`src/design/spq_pkg.sv`:
```
// ----------------------------------------------------------------------------
// spq_pkg
// Types, sizes, codes and the key masking function of the sorted queue.
// ----------------------------------------------------------------------------
package spq_pkg;

  // Queue size and name length
  localparam int DEPTH       = 16;
  localparam int NAME_BYTES  = 30;
  localparam int FIELD_BYTES = 30;
  localparam int NAME_LEN    = (NAME_BYTES < FIELD_BYTES) ? NAME_BYTES : FIELD_BYTES;
  localparam int NAME_W      = 8 * FIELD_BYTES;
  localparam int AGE_W       = 8;
  localparam int KEY_W       = AGE_W + NAME_W;
  localparam int ENTRY_W     = AGE_W + NAME_W;
  localparam int ADDR_W      = $clog2(DEPTH);
  localparam int CNT_W       = $clog2(DEPTH + 1);

  // Operation codes
  localparam logic CMD_INSERT = 1'b0;
  localparam logic CMD_REMOVE = 1'b1;

  // Result status codes
  localparam logic [1:0] ST_INSERTED = 2'd0;
  localparam logic [1:0] ST_REMOVED  = 2'd1;
  localparam logic [1:0] ST_EMPTY    = 2'd2;
  localparam logic [1:0] ST_FULL     = 2'd3;

  typedef struct packed {
    logic        cmd;
    logic [7:0]  age;
    logic [63:0] name_0;
    logic [63:0] name_1;
    logic [63:0] name_2;
    logic [47:0] name_3;
  } in_item_t;

  typedef struct packed {
    logic [1:0]       status;
    logic [7:0]       out_age;
    logic [63:0]      out_name_0;
    logic [63:0]      out_name_1;
    logic [63:0]      out_name_2;
    logic [47:0]      out_name_3;
    logic [CNT_W-1:0] entry_count;
    logic             has_entries;
  } out_item_t;

  // Controller to datapath
  typedef struct packed {
    logic       accept;
    logic       hold_cur;
    logic       wr_cur;
    logic       wr_new;
    logic       res_load;
    logic [1:0] res_code;
  } dp_cmd_t;

  // Datapath to controller
  typedef struct packed {
    logic count_zero;
    logic full;
    logic k_one;
    logic greater;
    logic rsp_free;
  } dp_stat_t;

  // Zero every byte after the first zero byte and past the compare limit,
  // so that a plain unsigned compare orders names the way strcmp does.
  function automatic logic [NAME_W-1:0] mask_name(input logic [NAME_W-1:0] n);
    logic [NAME_W-1:0] m;
    logic              live;
    m = '0;
    for (int i = 0; i < NAME_LEN; i++) begin
      live = 1'b1;
      for (int j = 0; j < i; j++) begin
        if (n[NAME_W-1-8*j -: 8] == 8'h00) live = 1'b0;
      end
      if (live) m[NAME_W-1-8*i -: 8] = n[NAME_W-1-8*i -: 8];
    end
    return m;
  endfunction

endpackage

```
`src/design/spq_ram.sv`:
```
// ----------------------------------------------------------------------------
// spq_ram
// Generic single-write, single-read RAM with registered read data.
// ----------------------------------------------------------------------------
module spq_ram #(
  parameter int DATA_W = 8,
  parameter int WORDS  = 16
) (
  input  logic                     clk,
  input  logic                     we,
  input  logic [$clog2(WORDS)-1:0] waddr,
  input  logic [DATA_W-1:0]        wdata,
  input  logic [$clog2(WORDS)-1:0] raddr,
  output logic [DATA_W-1:0]        rdata
);

  logic [DATA_W-1:0] mem [WORDS];

  // Write port
  always_ff @(posedge clk) begin
    if (we) mem[waddr] <= wdata;
  end

  // Registered read port
  always_ff @(posedge clk) begin
    rdata <= mem[raddr];
  end

endmodule

```
`src/design/spq_dp.sv`:
```
// ----------------------------------------------------------------------------
// spq_dp
// Datapath: entry RAM, fill count, shift pointer, key compare and the
// result register.
// ----------------------------------------------------------------------------
module spq_dp import spq_pkg::*; (
  input  logic      clk,
  input  logic      rst,
  input  dp_cmd_t   cmd,
  output dp_stat_t  stat,
  input  in_item_t  req,
  output logic      rsp_valid,
  input  logic      rsp_stall,
  output out_item_t rsp
);

  logic [CNT_W-1:0]  count;
  logic [ADDR_W-1:0] k;
  logic [ADDR_W-1:0] raddr;
  logic [AGE_W-1:0]  new_age;
  logic [NAME_W-1:0] new_name;
  logic [KEY_W-1:0]  new_key;
  logic [AGE_W-1:0]  cur_age;
  logic [NAME_W-1:0] cur_name;
  logic [KEY_W-1:0]  cur_key;

  logic                we;
  logic [ENTRY_W-1:0]  wdata;
  logic [ENTRY_W-1:0]  rdata;
  logic [CNT_W-1:0]    count_after;
  logic                removed;

  // Entry store, one word per entry: age over name
  assign we    = cmd.wr_cur | cmd.wr_new;
  assign wdata = cmd.wr_new ? {new_age, new_name} : {cur_age, cur_name};

  spq_ram #(
    .DATA_W (ENTRY_W),
    .WORDS  (DEPTH)
  ) u_ram (
    .clk   (clk),
    .we    (we),
    .waddr (k),
    .wdata (wdata),
    .raddr (raddr),
    .rdata (rdata)
  );

  // Status back to the controller
  assign stat.count_zero = (count == '0);
  assign stat.full       = (count == CNT_W'(DEPTH));
  assign stat.k_one      = (k == ADDR_W'(1));
  assign stat.greater    = (cur_key > new_key);
  assign stat.rsp_free   = !rsp_valid || !rsp_stall;

  assign removed     = (cmd.res_code == ST_REMOVED);
  assign count_after = removed ? count - CNT_W'(1) : count;

  // Latch the request, pointers and compare keys
  always_ff @(posedge clk) begin
    if (cmd.accept) begin
      new_age  <= req.age;
      new_name <= {req.name_0, req.name_1, req.name_2, req.name_3};
      k        <= count[ADDR_W-1:0];
      raddr    <= ADDR_W'(count - CNT_W'(1));
    end
    if (cmd.hold_cur) begin
      cur_age  <= rdata[ENTRY_W-1 -: AGE_W];
      cur_name <= rdata[NAME_W-1:0];
      cur_key  <= {rdata[ENTRY_W-1 -: AGE_W], mask_name(rdata[NAME_W-1:0])};
      new_key  <= {new_age, mask_name(new_name)};
    end
    if (cmd.wr_cur) begin
      k     <= k - ADDR_W'(1);
      raddr <= k - ADDR_W'(2);
    end
  end

  // Fill count
  always_ff @(posedge clk) begin
    if (rst) begin
      count <= '0;
    end else if (cmd.wr_new) begin
      count <= count + CNT_W'(1);
    end else if (cmd.res_load && removed) begin
      count <= count - CNT_W'(1);
    end
  end

  // Result register: load a beat, drop it once taken
  always_ff @(posedge clk) begin
    if (rst) begin
      rsp_valid <= 1'b0;
    end else if (cmd.res_load) begin
      rsp_valid <= 1'b1;
    end else if (rsp_valid && !rsp_stall) begin
      rsp_valid <= 1'b0;
    end
  end

  always_ff @(posedge clk) begin
    if (cmd.res_load) begin
      rsp.status      <= cmd.res_code;
      rsp.out_age     <= removed ? cur_age : '0;
      rsp.out_name_0  <= removed ? cur_name[NAME_W-1 -: 64] : '0;
      rsp.out_name_1  <= removed ? cur_name[NAME_W-65 -: 64] : '0;
      rsp.out_name_2  <= removed ? cur_name[NAME_W-129 -: 64] : '0;
      rsp.out_name_3  <= removed ? cur_name[47:0] : '0;
      rsp.entry_count <= count_after;
      rsp.has_entries <= (count_after != '0);
    end
  end

endmodule

```
`src/design/spq_ctrl.sv`:
```
// ----------------------------------------------------------------------------
// spq_ctrl
// Controller: takes one request, walks the insert shift from the tail,
// or fetches the tail for a remove, then posts the result beat.
// ----------------------------------------------------------------------------
module spq_ctrl import spq_pkg::*; (
  input  logic     clk,
  input  logic     rst,
  input  logic     req_valid,
  input  logic     req_cmd,
  output logic     req_stall,
  input  dp_stat_t stat,
  output dp_cmd_t  cmd
);

  typedef enum logic [2:0] {
    S_IDLE,
    S_READ,
    S_LATCH,
    S_COMPARE,
    S_PLACE,
    S_REPORT
  } state_t;

  state_t     state;
  state_t     state_next;
  logic       op_remove;
  logic       op_remove_next;
  logic [1:0] code;
  logic [1:0] code_next;

  assign req_stall = (state != S_IDLE);

  // Next state and datapath commands
  always_comb begin
    state_next     = state;
    op_remove_next = op_remove;
    code_next      = code;
    cmd            = '0;
    cmd.res_code   = code;
    case (state)
      S_IDLE: begin
        if (req_valid) begin
          cmd.accept     = 1'b1;
          op_remove_next = (req_cmd == CMD_REMOVE);
          if (req_cmd == CMD_INSERT) begin
            code_next = ST_INSERTED;
            if (stat.full) begin
              code_next  = ST_FULL;
              state_next = S_REPORT;
            end else if (stat.count_zero) begin
              state_next = S_PLACE;
            end else begin
              state_next = S_READ;
            end
          end else begin
            if (stat.count_zero) begin
              code_next  = ST_EMPTY;
              state_next = S_REPORT;
            end else begin
              code_next  = ST_REMOVED;
              state_next = S_READ;
            end
          end
        end
      end
      S_READ: begin
        state_next = S_LATCH;
      end
      S_LATCH: begin
        cmd.hold_cur = 1'b1;
        state_next   = op_remove ? S_REPORT : S_COMPARE;
      end
      S_COMPARE: begin
        // Shift the greater entry up one slot, or drop the new one in here
        if (stat.greater) begin
          cmd.wr_cur = 1'b1;
          state_next = stat.k_one ? S_PLACE : S_READ;
        end else begin
          cmd.wr_new = 1'b1;
          state_next = S_REPORT;
        end
      end
      S_PLACE: begin
        cmd.wr_new = 1'b1;
        state_next = S_REPORT;
      end
      S_REPORT: begin
        if (stat.rsp_free) begin
          cmd.res_load = 1'b1;
          state_next   = S_IDLE;
        end
      end
      default: begin
        state_next = S_IDLE;
      end
    endcase
  end

  // State and held operation
  always_ff @(posedge clk) begin
    if (rst) begin
      state     <= S_IDLE;
      op_remove <= 1'b0;
      code      <= ST_INSERTED;
    end else begin
      state     <= state_next;
      op_remove <= op_remove_next;
      code      <= code_next;
    end
  end

endmodule

```
`src/design/sorted_priority_queue.sv`:
```
// ----------------------------------------------------------------------------
// sorted_priority_queue
// Bounded priority queue kept in ascending key order (age, then name).
// ----------------------------------------------------------------------------
// Usage:
//   Request channel req_valid / req_stall / req carries one operation per
//   beat: insert an entry (age and 30-byte name) or remove the greatest one.
//   Response channel rsp_valid / rsp_stall / rsp returns exactly one beat per
//   request: status, the removed entry (zero otherwise), the entry count
//   and a non-empty flag.
//   One request is worked at a time; req_stall is high from the accept
//   until the result is posted to the response register.
//   The insert walks from the tail through the entry RAM, one read and one
//   write per step; each step passes through the read, latch and compare states.
//   The next request is taken the cycle after the result is posted, even
//   while that beat still waits under rsp_stall; a second result waits in
//   the controller until the response register is free.
//   Reset empties the queue and clears the response valid; RAM contents
//   are left as they are and are never read before being written.
// ----------------------------------------------------------------------------
module sorted_priority_queue import spq_pkg::*; (
  input  logic      clk,
  input  logic      rst,
  input  logic      req_valid,
  output logic      req_stall,
  input  in_item_t  req,
  output logic      rsp_valid,
  input  logic      rsp_stall,
  output out_item_t rsp
);

  dp_cmd_t  cmd;
  dp_stat_t stat;

  spq_ctrl u_ctrl (
    .clk       (clk),
    .rst       (rst),
    .req_valid (req_valid),
    .req_cmd   (req.cmd),
    .req_stall (req_stall),
    .stat      (stat),
    .cmd       (cmd)
  );

  spq_dp u_dp (
    .clk       (clk),
    .rst       (rst),
    .cmd       (cmd),
    .stat      (stat),
    .req       (req),
    .rsp_valid (rsp_valid),
    .rsp_stall (rsp_stall),
    .rsp       (rsp)
  );

endmodule

```
`config.mk`:
```
export PLATFORM = sky130hd
export DESIGN_NAME = sorted_priority_queue
export DESIGN_NICKNAME = d
export VERILOG_FILES = /design/src/design/spq_pkg.sv /design/src/design/spq_ram.sv /design/src/design/spq_dp.sv /design/src/design/spq_ctrl.sv /design/src/design/sorted_priority_queue.sv
export SDC_FILE = /design/constraint.sdc
export NUM_CORES = 2
export LEC_CHECK = 0
export BUFFER_PORTS_ARGS = -buffer_cell sky130_fd_sc_hd__buf_2
export CORE_MARGIN = 8
export CORE_UTILIZATION = 41
export DETAILED_ROUTE_END_ITERATION = 8
export PLACE_DENSITY_LB_ADDON = 0.12
export SLEW_MARGIN = 10
export SYNTH_ARGS = -nofsm -noshare
export SYNTH_HDL_FRONTEND = slang
export SYNTH_SLANG_ARGS = --single-unit
```
`constraint.sdc`:
```
create_clock -name clk -period 75.8 [get_ports clk]
set_input_delay 0 -clock clk [delete_from_list [all_inputs] [get_ports clk]]
set_output_delay 0 -clock clk [all_outputs]
set_load 0.02 [all_outputs]
```
==> summary by stage <==
Outcome
The flow ran to the end, and the final reports show no timing, DRC or antenna violations.

Detailed routing
The routed design has ~560 mm of wire. The detailed router finished its first iteration with a little under 10000 violations. Dividing the detail-routed wire length by the instance count gives ~31 um. Using the TritonRoute via totals, the vias-per-cell ratio works out to approximately 5.5.

The detail route stage leaves a number of antenna-violating nets equal to 0. The number of vias after detailed routing is 100000. For this run, design rule violations remaining after detail routing come to 0. The pre-antenna-repair detailed-routing pass consisted of 6 iterations.

Pwr
Registers are responsible for between 40% and 50% of the overall power. In this run, the combinational gates consume between 10% and 20% of the power. The internal power is 0.00629 W.

The switching part of the total is between 20% and 30%. The static power due to leakage is ~82 nW. The clock network is responsible for 33.5% of the overall power. The power per unit of standard cell area is between 30 and 40 nW/um^2. VDD sags by at most between 0.00002 and 0.000025 V. The total net switching power is 0.00239 W.

Synthesis
The number of enable-type register cells in the synthesized netlist is 5208. In the post-synthesis netlist, the biggest area contributors are edfxtp_1, mux4_2, dfxtp_1. The Yosys step of the flow raised 0 warnings. The leading register cell type out of synthesis is edfxtp_1. The post-synthesis cell type with the largest combined area is edfxtp_1. The synthesized netlist contains 68 unique library cells.

The synthesized design contains 5468 register bits. The post-synth net total is 9916. The cell count after synthesis came out at ~9400. The sequential share of the synthesized area is between 70% and 80%. The area of the mapped netlist is between 200000 and 250000 um^2. The share of synthesized registers carrying an async set or reset is 0%. The top cell type by area accounts for between 70% and 80% of the synthesized area. The synthesized area per cell is between 20 and 25 um^2.

CTS
Clock-pin slew was measured on the worst setup and hold paths at 0.06 ns. The cell sitting at the root of the clock tree is a clkbuf_16. At the later pin of the worst-skew pair, clock insertion delay measures 1.08 ns. No sink is reached through more buffers than the 4 on the longest clock path.

The post-CTS setup repair buffer count is 0. The number of H-tree levels is 6. The tree built by TritonCTS fans out to 5468 sinks.

TritonCTS built the clock tree. The number of buffers inserted during clock tree synthesis is 590.

Timing
Headroom to the max-slew limit came out at 10.8%. Hold timing on the final database bottoms out at a slack of 0.122 ns. For the final routed database, the setup TNS stands at 0 ns. The minimum clock period is between 6 and 7 ns. The hold violation count in the final report is 0.

The count of final max-slew check failures is 0. Setup repair after global routing left no endpoint under its margin. In the finished design, the share of the clock period the worst path needs comes to 9.05%. Setup violations remaining at the end of the flow were counted as 0.

The maximum clock frequency is about 150 MHz. The actual slew at the worst max-slew pin is roughly 1.3 ns. Clock skew on the completed layout was measured at about 0.069 ns.

Floorplan
The initialized floorplan defines ~260 standard-cell rows. The die is 728 um tall. The full die area is about 530000 um^2. The initial standard-cell utilization of the core is about 40%. The area of the core is 506000 um^2. The width of the chip is 728 um. The number of top-level pins is ~500.

Global routing
The number of global-route vias before repair is roughly 110k. Entering global routing, the biggest net connects approximately 130 pins. The total congestion overflow is 0. The global-route usage over all layers is between 20% and 30%.

The initial antenna violation count is 50. The first global-routing pass estimated approximately 790 mm of wire.

Setup path
STA classifies the critical path endpoint as a flop. In this run the worst path has a maximum fanout of 33. At the worst endpoint, the arrival time is about 7.6 ns. At the worst endpoint, the required time is 76.54 ns. The startpoint class of the critical path is a flop. The critical path in this run is classified as flop to flop.

Placement
The placed cell area is about 220000 um^2. The count of input and output buffers is 510. The HPWL after detailed placement is ~320 mm. At the end of routability-driven placement, the weighted congestion stood at 0.805.

Layout
The number of nets in the finished design is around 11000. The count of fill cells added during filler insertion is slightly above 40000. The sequential cells in the finished layout cover a total of about 160000 um^2. Relative to the synthesized area, the layout overhead comes to 17.4%. The total area of multi-input combinational cells is ~44000 um^2. The fraction of layout instances using a drive strength above 1 is about 27%. Once layout is done, the placed cells without fillers occupy between 200000 and 250000 um^2.

Flow run
The max-capacitance violation count is 0.

Hold path
The class of the worst hold path is primary input to flop.
[through the flow]
step | util, % | setup slack (ns) | std cells | power [W]
3_3_place_gp | 43.4 | 68.73 | 16500 | 0.00580
5_1_grt | 48.3 | 68.48 | 18100 | 0.00900
2_1_floorplan | - | 23.28 | 9406 | 0.00541
4_1_cts | 48.3 | 68.66 | 18100 | 0.00878
3_5_place_dp | 43.4 | 68.69 | 16500 | 0.00584
6_report | 48.3 | 68.94 | 18100 | 0.00868
[layer usage]
layer | part of all wire [%] | track usage (%)
met3 | 5.5 | 2.88
met5 | 0.0023 | 0
met1 | 44 | 29.3
met2 | 49 | 34.4
met4 | 2.0 | 4.40
[placed cells by master, fill, tap and decap left out, types with 14 or more instances in the layout]
cell type	n
a211oi_1	41
a21o_1	36
a21oi_1	119
and2_1	535
and3_1	199
buf_12	18
buf_2	510
buf_4	211
bufinv_16	50
clkbuf_1	161
clkbuf_16	600
clkbuf_8	57
clkinv_1	71
clkinv_16	24
clkinv_2	93
dfxtp_1	260
dlygate4sd3_1	508
edfxtp_1	5208
ha_1	257
inv_1	265
inv_6	14
mux2_2	55
mux2_4	198
mux2i_1	33
mux4_2	1212
nand2_1	100
nand3_1	43
nand4_1	48
nor2_1	54
nor2b_1	41
nor3_1	22
nor4_1	112
o21ai_0	38
or4_1	15
[worst max-delay path, cell delays in order, from the launching register on]
cell	delay, ns
edfxtp_1	0.41
ha_1	0.32
nand2_1	0.21
or3_4	0.57
or4_4	0.64
nor4b_2	0.57
and3_1	0.38
o31ai_1	0.16
a21oi_2	0.36
or2_4	0.78
buf_4	0.68
buf_4	0.81
mux2_4	0.44
[worst paths after layout]
kind                    startpoint                     end  slack, ns  cells after the start
max              u_dp.cur_key[247]  u_dp.u_ram.mem[13][80]      68.94                     12
min                       req[248]         u_ctrl.state[2]       0.12                      6
max reg2reg      u_dp.cur_key[247]  u_dp.u_ram.mem[13][80]      68.94                     12
min reg2reg  u_dp.u_ram.rdata[247]       u_dp.cur_key[247]       0.40                      0
[power by group through the flow]
| stage | registers, W | clock network [W] | logic, W |
|---|---|---|---|
| final | 0.00415 | 0.00291 | 0.00162 |
| after global routing | 0.00417 | 0.00308 | 0.00175 |
| after CTS | 0.00415 | 0.00297 | 0.00165 |
| after detailed placement | 0.00421 | 0 | 0.00163 |
| after global placement | 0.00421 | 0 | 0.00159 |
| after floorplan | 0.00433 | 0 | 0.00108 |
[repair_timing]
| action | in CTS | in global routing |
|---|---|---|
| resized for setup | 0 | 0 |
| endpoints found under the hold margin | 382 | 0 |
| hold buffers | 508 | 0 |
[synth_stat cells (all sizes together) (3+ instances only)]
library cell / count
and4: 7
o21a: 5
buf: 130
edfxtp: 5208
and3: 199
dfxtp: 260
o221ai: 4
nor3: 27
mux4: 1212
a211oi: 45
inv: 265
nor4: 114
or3: 3
nor2: 67
o21ai: 41
nor4b: 3
nand4: 48
xnor2: 8
nor2b: 44
a221o: 6
nand2: 100
ha: 257
o31ai: 4
a21oi: 121
clkbuf: 252
a2111oi: 3
mux2: 253
and2: 538
or2: 4
o211ai: 7
or4: 16
mux2i: 33
nor3b: 3
a21boi: 9
nand3: 43
a221oi: 5
o21bai: 3
a31oi: 5
a21o: 36
[cells by family (layout without fill, tap and decap cells)]
family	after synthesis	count (layout)	synth area share (%)
AND/OR/NAND/NOR	1220	1220	3.46
buffers and inverters	647	2609	1.35
XOR/XNOR	10	10	0.0421
multiplexers	1498	1498	15.0
flip-flops	5468	5468	77.7
other	0	9	0
adder cells (fa/ha/maj)	257	257	1.55
AO/OA/AOI/OAI	306	306	0.941
[final cells by class]
cell class | count | area share [%]
clock inverter | 279 | 1.40
multi-input combinational | 3291 | 18.0
tap | 6706 | 3.43
sequential | 5468 | 66.2
clock buffer | 818 | 6.71
timing repair buffer | 1247 | 3.92
antenna | 9 | 0.00922
inverter | 265 | 0.407
[flip-flops by register name, summed over array words and instances, names as in the netlist]
| name | flops |
|---|---|
| u_dp.cur_age | 7 |
| u_dp.u_ram.mem | 3968 |
| u_dp.raddr | 4 |
| u_dp.u_ram.rdata | 248 |
| u_dp.cur_key | 234 |
| u_ctrl.code | 2 |
| u_dp.rsp | 256 |
| u_dp.new_name | 240 |
| u_dp.new_age | 8 |
| u_dp.count | 5 |
| u_dp.k | 4 |
| u_ctrl.op_remove | 1 |
| u_dp.rsp_valid | 1 |
| u_dp.cur_name | 239 |
| u_dp.new_key | 248 |
| u_ctrl.state | 3 |
No activity file was read; power rests on OpenSTA's default activity.
